<file path="config.mk">
export PLATFORM = sky130hd
export DESIGN_NAME = digital_input_debouncer_flat
export DESIGN_NICKNAME = d
export VERILOG_FILES = /design/src/rtl/did_pkg.sv /design/src/rtl/did_if.sv /design/src/rtl/did_cfg.sv /design/src/rtl/did_core.sv /design/src/rtl/did_outreg.sv /design/src/rtl/digital_input_debouncer.sv /design/src/flat_wrapper.sv
export SDC_FILE = /design/constraint.sdc
export NUM_CORES = 1
export LEC_CHECK = 0
export ABC_CLOCK_PERIOD_IN_PS = 3100
export BUFFER_PORTS_ARGS = -buffer_cell sky130_fd_sc_hd__buf_4
export CORE_MARGIN = 2
export CORE_UTILIZATION = 40
export CTS_CLUSTER_DIAMETER = 120
export DETAILED_ROUTE_END_ITERATION = 8
export PLACE_DENSITY = 0.63
export SYNTH_ARGS = -nofsm -noshare
export SYNTH_HDL_FRONTEND = slang
export SYNTH_SLANG_ARGS = --single-unit
export TNS_END_PERCENT = 100
</file>
<file path="constraint.sdc">
create_clock -name clk -period 3.1 [get_ports clk]
set_input_delay 0.465 -clock clk [delete_from_list [all_inputs] [get_ports clk]]
set_output_delay 0.465 -clock clk [all_outputs]
set_load 0.01 [all_outputs]
</file>
<file path="src/rtl/did_pkg.sv">
`timescale 1ns / 1ps
// Shared types and constants for the digital input debouncer.
// No dependencies; every other source file uses this package.
package did_pkg;

  localparam int unsigned TICKS_W   = 16;
  localparam int unsigned CFG_IDX_W = 4;
  localparam int unsigned CFG_DATA_W = TICKS_W;

  // Register index codes
  localparam logic [CFG_IDX_W-1:0] CFG_DEBOUNCE_TICKS = CFG_IDX_W'(0);
  localparam logic [CFG_IDX_W-1:0] CFG_ACTIVE_LOW     = CFG_IDX_W'(1);

  typedef enum logic [1:0] {
    EDGE_NONE = 2'd0,
    EDGE_RISE = 2'd1,
    EDGE_FALL = 2'd2
  } edge_t;

  typedef struct packed {
    logic [TICKS_W-1:0] debounce_ticks;
    logic               active_low;
  } cfg_t;

  typedef struct packed {
    logic               active;
    edge_t              edge_event;
    logic [TICKS_W-1:0] ticks_left;
  } res_t;

endpackage

</file>
<file path="src/rtl/did_if.sv">
`timescale 1ns / 1ps
// Valid/ready channel interfaces for the sample and result streams.
// Depends on did_pkg for field widths.
interface did_in_if;
  logic valid;
  logic ready;
  logic raw_level;

  modport source (output valid, output raw_level, input ready);
  modport sink   (input valid, input raw_level, output ready);
endinterface

interface did_out_if;
  logic                       valid;
  logic                       ready;
  logic                       active;
  logic [1:0]                 edge_event;
  logic [did_pkg::TICKS_W-1:0] ticks_left;

  modport source (output valid, output active, output edge_event, output ticks_left,
                  input ready);
  modport sink   (input valid, input active, input edge_event, input ticks_left,
                  output ready);
endinterface

</file>
<file path="src/rtl/did_cfg.sv">
`timescale 1ns / 1ps
// Configuration register file: debounce time and polarity.
// Depends on did_pkg.
module did_cfg (
  input  logic                           clk,
  input  logic                           rst_n,
  input  logic                           cfg_we,
  input  logic [did_pkg::CFG_IDX_W-1:0]  cfg_index,
  input  logic [did_pkg::CFG_DATA_W-1:0] cfg_wdata,
  output did_pkg::cfg_t                  cfg
);
  import did_pkg::*;

  cfg_t cfg_r;

  always_ff @(posedge clk) begin
    if (!rst_n) begin
      cfg_r <= '0;
    end else if (cfg_we) begin
      unique case (cfg_index)
        CFG_DEBOUNCE_TICKS: cfg_r.debounce_ticks <= cfg_wdata[TICKS_W-1:0];
        CFG_ACTIVE_LOW:     cfg_r.active_low     <= cfg_wdata[0];
        default: ;  // unknown index: ignored
      endcase
    end
  end

  assign cfg = cfg_r;

endmodule

</file>
<file path="src/rtl/did_core.sv">
`timescale 1ns / 1ps
// Debounce state (level, countdown) and per-sample result logic.
// Depends on did_pkg.
module did_core #(
  parameter int unsigned COUNT_WIDTH = 16
) (
  input  logic          clk,
  input  logic          rst_n,
  input  logic          take,
  input  logic          raw_level,
  input  did_pkg::cfg_t cfg,
  output did_pkg::res_t res
);
  import did_pkg::*;

  localparam logic [31:0] CountMax = 32'((64'd1 << COUNT_WIDTH) - 64'd1);

  logic                   level_r, level_nxt;
  logic [COUNT_WIDTH-1:0] count_r, count_nxt;
  logic [COUNT_WIDTH-1:0] load_val;
  logic [31:0]            ticks_ext;
  logic [31:0]            count_ext;
  logic                   flip;

  // Saturate the load when the counter is narrower than the register
  always_comb begin
    ticks_ext = 32'(cfg.debounce_ticks);
    load_val  = (ticks_ext > CountMax) ? CountMax[COUNT_WIDTH-1:0]
                                       : ticks_ext[COUNT_WIDTH-1:0];
  end

  always_comb begin
    count_nxt = count_r;
    flip      = 1'b0;
    if (cfg.debounce_ticks == '0) begin
      count_nxt = '0;
      flip      = (raw_level != level_r);
    end else if (count_r == '0) begin
      if (raw_level != level_r) count_nxt = load_val;
    end else begin
      count_nxt = count_r - COUNT_WIDTH'(1);
      if (count_nxt == '0) flip = (raw_level != level_r);
    end
    level_nxt = flip ? raw_level : level_r;
  end

  always_ff @(posedge clk) begin
    if (!rst_n) begin
      level_r <= 1'b0;
      count_r <= '0;
    end else if (take) begin
      level_r <= level_nxt;
      count_r <= count_nxt;
    end
  end

  always_comb begin
    count_ext      = 32'(count_nxt);
    res.active     = level_nxt ^ cfg.active_low;
    res.ticks_left = count_ext[TICKS_W-1:0];
    if (!flip)
      res.edge_event = EDGE_NONE;
    else if (level_nxt ^ cfg.active_low)
      res.edge_event = EDGE_RISE;
    else
      res.edge_event = EDGE_FALL;
  end

endmodule

</file>
<file path="src/rtl/did_outreg.sv">
`timescale 1ns / 1ps
// Result register between the core and the output channel.
// Depends on did_pkg.
module did_outreg (
  input  logic          clk,
  input  logic          rst_n,
  input  logic          load,
  input  did_pkg::res_t res,
  input  logic          out_ready,
  output logic          out_valid,
  output logic          can_load,
  output did_pkg::res_t out_res
);
  import did_pkg::*;

  logic valid_r, valid_nxt;
  res_t res_r;

  assign can_load  = !valid_r || out_ready;
  assign valid_nxt = load || (valid_r && !out_ready);

  always_ff @(posedge clk) begin
    if (!rst_n) begin
      valid_r <= 1'b0;
    end else begin
      valid_r <= valid_nxt;
    end
  end

  always_ff @(posedge clk) begin
    if (load) res_r <= res;
  end

  assign out_valid = valid_r;
  assign out_res   = res_r;

endmodule

</file>
<file path="src/rtl/digital_input_debouncer.sv">
`timescale 1ns / 1ps
// Digital input debouncer. One raw pin sample is taken per input transfer and
// one result (logical level, edge event, countdown) is produced per sample, in
// the cycle after, from the result register. Throughput is one sample per
// cycle; in_ready drops only while a result sits in the output register and
// out_ready is low. A mismatch against the debounced level loads the
// countdown with debounce_ticks (saturated at COUNT_WIDTH bits); when the
// countdown hits zero the raw level is checked again and the level flips
// only if the mismatch is still there. debounce_ticks of zero bypasses the
// filter: the level follows the sample and the countdown is held at zero.
// active_low inverts the reported level and swaps rising/falling. Write the
// configuration only while no results are outstanding; unknown indexes are
// ignored. Depends on did_pkg, did_if, did_cfg, did_core and did_outreg.
module digital_input_debouncer #(
  parameter int unsigned COUNT_WIDTH = 16  // countdown width, 1..32
) (
  input  logic                           clk,
  input  logic                           rst_n,
  did_in_if.sink                         in_ch,
  did_out_if.source                      out_ch,
  input  logic                           cfg_we,
  input  logic [did_pkg::CFG_IDX_W-1:0]  cfg_index,
  input  logic [did_pkg::CFG_DATA_W-1:0] cfg_wdata
);
  import did_pkg::*;

  cfg_t cfg;
  res_t core_res;
  res_t out_res;
  logic can_load;
  logic in_xfer;

  // A sample transfer updates state and loads the result register together
  assign in_ch.ready = can_load;
  assign in_xfer     = in_ch.valid && can_load;

  did_cfg u_cfg (
    .clk       (clk),
    .rst_n     (rst_n),
    .cfg_we    (cfg_we),
    .cfg_index (cfg_index),
    .cfg_wdata (cfg_wdata),
    .cfg       (cfg)
  );

  did_core #(
    .COUNT_WIDTH (COUNT_WIDTH)
  ) u_core (
    .clk       (clk),
    .rst_n     (rst_n),
    .take      (in_xfer),
    .raw_level (in_ch.raw_level),
    .cfg       (cfg),
    .res       (core_res)
  );

  did_outreg u_outreg (
    .clk       (clk),
    .rst_n     (rst_n),
    .load      (in_xfer),
    .res       (core_res),
    .out_ready (out_ch.ready),
    .out_valid (out_ch.valid),
    .can_load  (can_load),
    .out_res   (out_res)
  );

  assign out_ch.active     = out_res.active;
  assign out_ch.edge_event = out_res.edge_event;
  assign out_ch.ticks_left = out_res.ticks_left;

endmodule

</file>
<file path="src/flat_wrapper.sv">
// flat-port wrapper written by rule: the top's interface ports become plain ports
module digital_input_debouncer_flat import did_pkg::*;
#(
  parameter int unsigned COUNT_WIDTH = 16                           
)
  (clk, rst_n, cfg_we, cfg_index, cfg_wdata, in_ch_valid, in_ch_raw_level, in_ch_ready, out_ch_valid, out_ch_active, out_ch_edge_event, out_ch_ticks_left, out_ch_ready);
  did_in_if in_ch_i ();
  did_out_if out_ch_i ();
  input  logic clk;
  input  logic rst_n;
  input  logic cfg_we;
  input  logic [did_pkg::CFG_IDX_W-1:0] cfg_index;
  input  logic [did_pkg::CFG_DATA_W-1:0] cfg_wdata;
  input wire logic [$bits(in_ch_i.valid)-1:0] in_ch_valid;
  input wire logic [$bits(in_ch_i.raw_level)-1:0] in_ch_raw_level;
  output wire logic [$bits(in_ch_i.ready)-1:0] in_ch_ready;
  output wire logic [$bits(out_ch_i.valid)-1:0] out_ch_valid;
  output wire logic [$bits(out_ch_i.active)-1:0] out_ch_active;
  output wire logic [$bits(out_ch_i.edge_event)-1:0] out_ch_edge_event;
  output wire logic [$bits(out_ch_i.ticks_left)-1:0] out_ch_ticks_left;
  input wire logic [$bits(out_ch_i.ready)-1:0] out_ch_ready;
  assign in_ch_i.valid = in_ch_valid;
  assign in_ch_i.raw_level = in_ch_raw_level;
  assign in_ch_ready = in_ch_i.ready;
  assign out_ch_valid = out_ch_i.valid;
  assign out_ch_active = out_ch_i.active;
  assign out_ch_edge_event = out_ch_i.edge_event;
  assign out_ch_ticks_left = out_ch_i.ticks_left;
  assign out_ch_i.ready = out_ch_ready;
  digital_input_debouncer #(.COUNT_WIDTH(COUNT_WIDTH)) u_core (.clk(clk), .rst_n(rst_n), .in_ch(in_ch_i), .out_ch(out_ch_i), .cfg_we(cfg_we), .cfg_index(cfg_index), .cfg_wdata(cfg_wdata));
endmodule
</file>
==> impl_metrics.yaml <==
timing:
  min_period_ns: 2.746
  fmax_mhz: 364.1
  slew_headroom_pct: 42.63
  timing.setup.tns_ns: 0
  rsz0062_at_grt: "no"
  fin_skew_ns: 0.01402
  finalSetupViolCount: 0
  worstMarginPinSlew_ns: 0.8527
  slew_viol_final: 0
  hold_violations: 0
  period_share_pct: 88.59
cts:
  numCtsBuffers: 5
  cts_tree: "done"
  clock-sinks: 54
  post_cts_buffers: 0
  holdBufCountCts: 0
  path_clk_slew_ns: 0.11
  htreeDepth: 2
  clockRootBuffer: "clkbuf_8"
  cts_resized: 0
  clock_latency_ns: 0.33
  clockBufferDepth: 2
cells_and_area:
  n_antenna_cell: 0
  n_fill_cell: 759
  fin_area_um2: 3725
  multiInputGateArea_um2: 1793
  drive_above_1_share_pct: 22.48
  finalNetCount: 415
  syn_to_final_growth_pct: 14.50
  seqCellArea_um2: 1271
synthesis:
  synth-edff-count: 19
  ys.flop_type: "dfxtp_1"
  synthesis.nets: 381
  synth_cell_types: 67
  yosysSeqAreaShare_pct: 39.08
  ys_warn_count: 0
  synth_area_um2: 3253
  synthArstFlopShare_pct: 0
  netlist_instances: 352
  synth_seq_cells: 54
  syn_area_per_cell_um2: 9.242
critical_path:
  worst-path-max-fanout: 11
  cp_data_arrival_time_ns: 2.82
  end_kind: "register"
  cp_num_buf_inv: 1
  reg2reg_to: "u_core.u_outreg.out_res[18]"
  rr_startpoint: "u_core.u_core.count_r[1]"
  r2r_slack_ns: 0.35
  path_cells: "inv_1, ha_1, o21bai_1, a311oi_1, a31oi_1, or3_1, o32ai_1, nand4_1"
  path_class: "reg2reg"
  start_kind: "register"
  reg2reg_depth: 8
  path_delay_family: "compound AO/OA/AOI/OAI gates"
  crit_slowest_cell: "dfxtp_1"
  max_stage_delay_ns: 0.53
  crit_required_ns: 3.17
power_and_ir_drop:
  switching_share_pct: 38.85
  p_int_w: 0.001363
  p_per_area_nw_per_um2: 598.6
  p_clk_share_pct: 18.0
  leakage_nw: 1.369
  ir_drop_v: 0.0002132
  p_switching_w: 0.0008663
  seq_power_share_pct: 38.2
  comb_power_share_pct: 43.8
routing:
  routed_wl_um: 8258
  drt_iter0_drc: 285
  first_pass_iters: 5
  drc: 0
  wl_per_cell_um: 16.89
  postRouteAntennaNets: 0
  routed_via_density: 5.806
  vias: 2839
floorplanning:
  floorplan.initialDensity_pct: 41.67
  die-width_um: 94.18
  rows: 32
  die-area_um2: 8870
  dieHeight_um: 94.18
  ioPinCount: 47
  fp.coreArea_um2: 7807
grt:
  grt_pass1_vias: 2577
  grt_usage_pct: 19.88
  grt_start_max_net_pins: 37
  grt_pass1_wl_um: 13460
  antenna_found_initial: 0
  overflow: 0
hold_path:
  hold_class: "in2reg"
  whs_endpoint: "u_core.u_cfg.cfg[6]"
  min_from: "cfg_wdata[5]"
  min_path_cells: 3
flow_run:
  drv_cap: 0
placement:
  place_area_um2: 3642
  hpwl_um: 6029
  globalplace.congestion: 0.8781
  numPortBuffers: 46
outcome:
  outcome: "completed"
==> area by class of cell <==
class,instances,share of cell area (%)
tap,102,3.426
multi-input combinational,259,48.14
clock buffer,7,2.049
timing repair buffer,54,10.88
inverter,12,1.209
sequential,54,34.13
clock inverter,1,0.1680
==> flip-flops by register name, summed over array words and instances, names as in the netlist <==
name and count:
u_core.u_outreg.out_res 19, u_core.u_cfg.cfg 17, u_core.u_core.count_r 16, u_core.u_core.level_r 1, u_core.u_outreg.out_valid 1
==> cell families (layout without fill, tap and decap cells) <==
logic type,Yosys count,in the layout,synth area share (%)
flops,54,54,39.08
xor+xnor,1,1,0.2693
fa+ha+maj,3,3,1.154
mux,27,27,8.500
compound gates,83,83,19.12
simple gates,145,145,25.81
buf+inv,39,74,6.076
==> tightest hold or removal path, cell delays in order <==
cell and delay [ns]:
buf_4 0.08, mux2i_1 0.05, nor2b_1 0.09
==> cells in the mapped netlist (all sizes together) (4+ instances only) <==
cell type	instances	share of area, %
or3	5	0.96
o21a	6	1.4
and2	4	0.77
nor2	19	2.3
nand4	8	1.7
clkbuf	9	1.0
a21o	4	0.92
a211oi	4	1.2
nor2b	24	4.7
nand3	10	1.5
mux2i	25	7.7
o21ai	6	0.92
nand2b	4	0.77
dfxtp	35	22
a21boi	10	2.3
or4	4	0.92
nor4	13	3.7
nor4b	4	1.1
inv	11	1.3
o221a	4	1.4
nand2	32	3.7
edfxtp	19	18
nor3	10	1.5
a31oi	7	1.3
buf	18	3.7
a21oi	17	2.7
==> layer usage <==
metal  track usage [%]  wire [um]  up-vias
li1                  -          -     1375
met1             27.60       3825     1344
met2             30.24       3742      104
met3             4.173        486       16
met4             7.609        204        0
met5                 0          0        -
==> metrics by stage <==
stage	hold WS, ns	instances	worst slack [ns]	power, W	util, %
6_report	0.3880	489	0.3536	0.002230	47.71
5_1_grt	0.3894	489	0.1200	0.002376	47.71
4_1_cts	0.3895	489	0.3977	0.002226	47.71
3_5_place_dp	0.5318	481	0.3972	0.001828	46.65
3_3_place_gp	0.5174	481	0.4988	0.001823	46.65
2_1_floorplan	0.4822	352	0.6417	0.001630	-
==> how the worst max path moves through the flow <==
stage / startpoint / endpoint / slack [ns] / cells past startpoint
finish: u_core.u_core.count_r[1] / u_core.u_outreg.out_res[18] / 0.35 / 8
detailed placement: u_core.u_core.count_r[1] / u_core.u_core.level_r / 0.40 / 8
CTS: u_core.u_core.count_r[1] / u_core.u_core.level_r / 0.40 / 8
global placement: u_core.u_core.count_r[1] / u_core.u_core.level_r / 0.50 / 8
global route: u_core.u_core.count_r[1] / u_core.u_core.level_r / 0.12 / 8
floorplan: u_core.u_core.count_r[0] / u_core.u_core.level_r / 0.64 / 10
==> power by group through the flow <==
stage	Sequential (W)	Combinational, W	Clock, W
6_report	0.000851	0.000977	0.000402
5_1_grt	0.000859	0.00108	0.000438
4_1_cts	0.000850	0.000968	0.000408
3_5_place_dp	0.000865	0.000963	0
3_3_place_gp	0.000865	0.000958	0
2_1_floorplan	0.000858	0.000772	0
==> layout by cell type, fill, tap and decap left out, types with 4 or more instances in the layout <==
cell / instances
a21boi_1: 7
a21oi_1: 16
inv_1: 11
dfxtp_1: 35
o21a_1: 6
nor3_1: 10
nand3_1: 10
nand4_1: 7
a31oi_1: 7
or3_1: 5
nor2_1: 17
nor4b_1: 4
or4_1: 4
o221a_2: 4
edfxtp_1: 19
nand2b_1: 4
mux2i_1: 25
clkbuf_8: 5
nor2b_1: 23
nor4_1: 8
buf_4: 54
nand2_1: 32
a21o_1: 4
and2_1: 4
No activity file was read; power rests on OpenSTA's default activity.
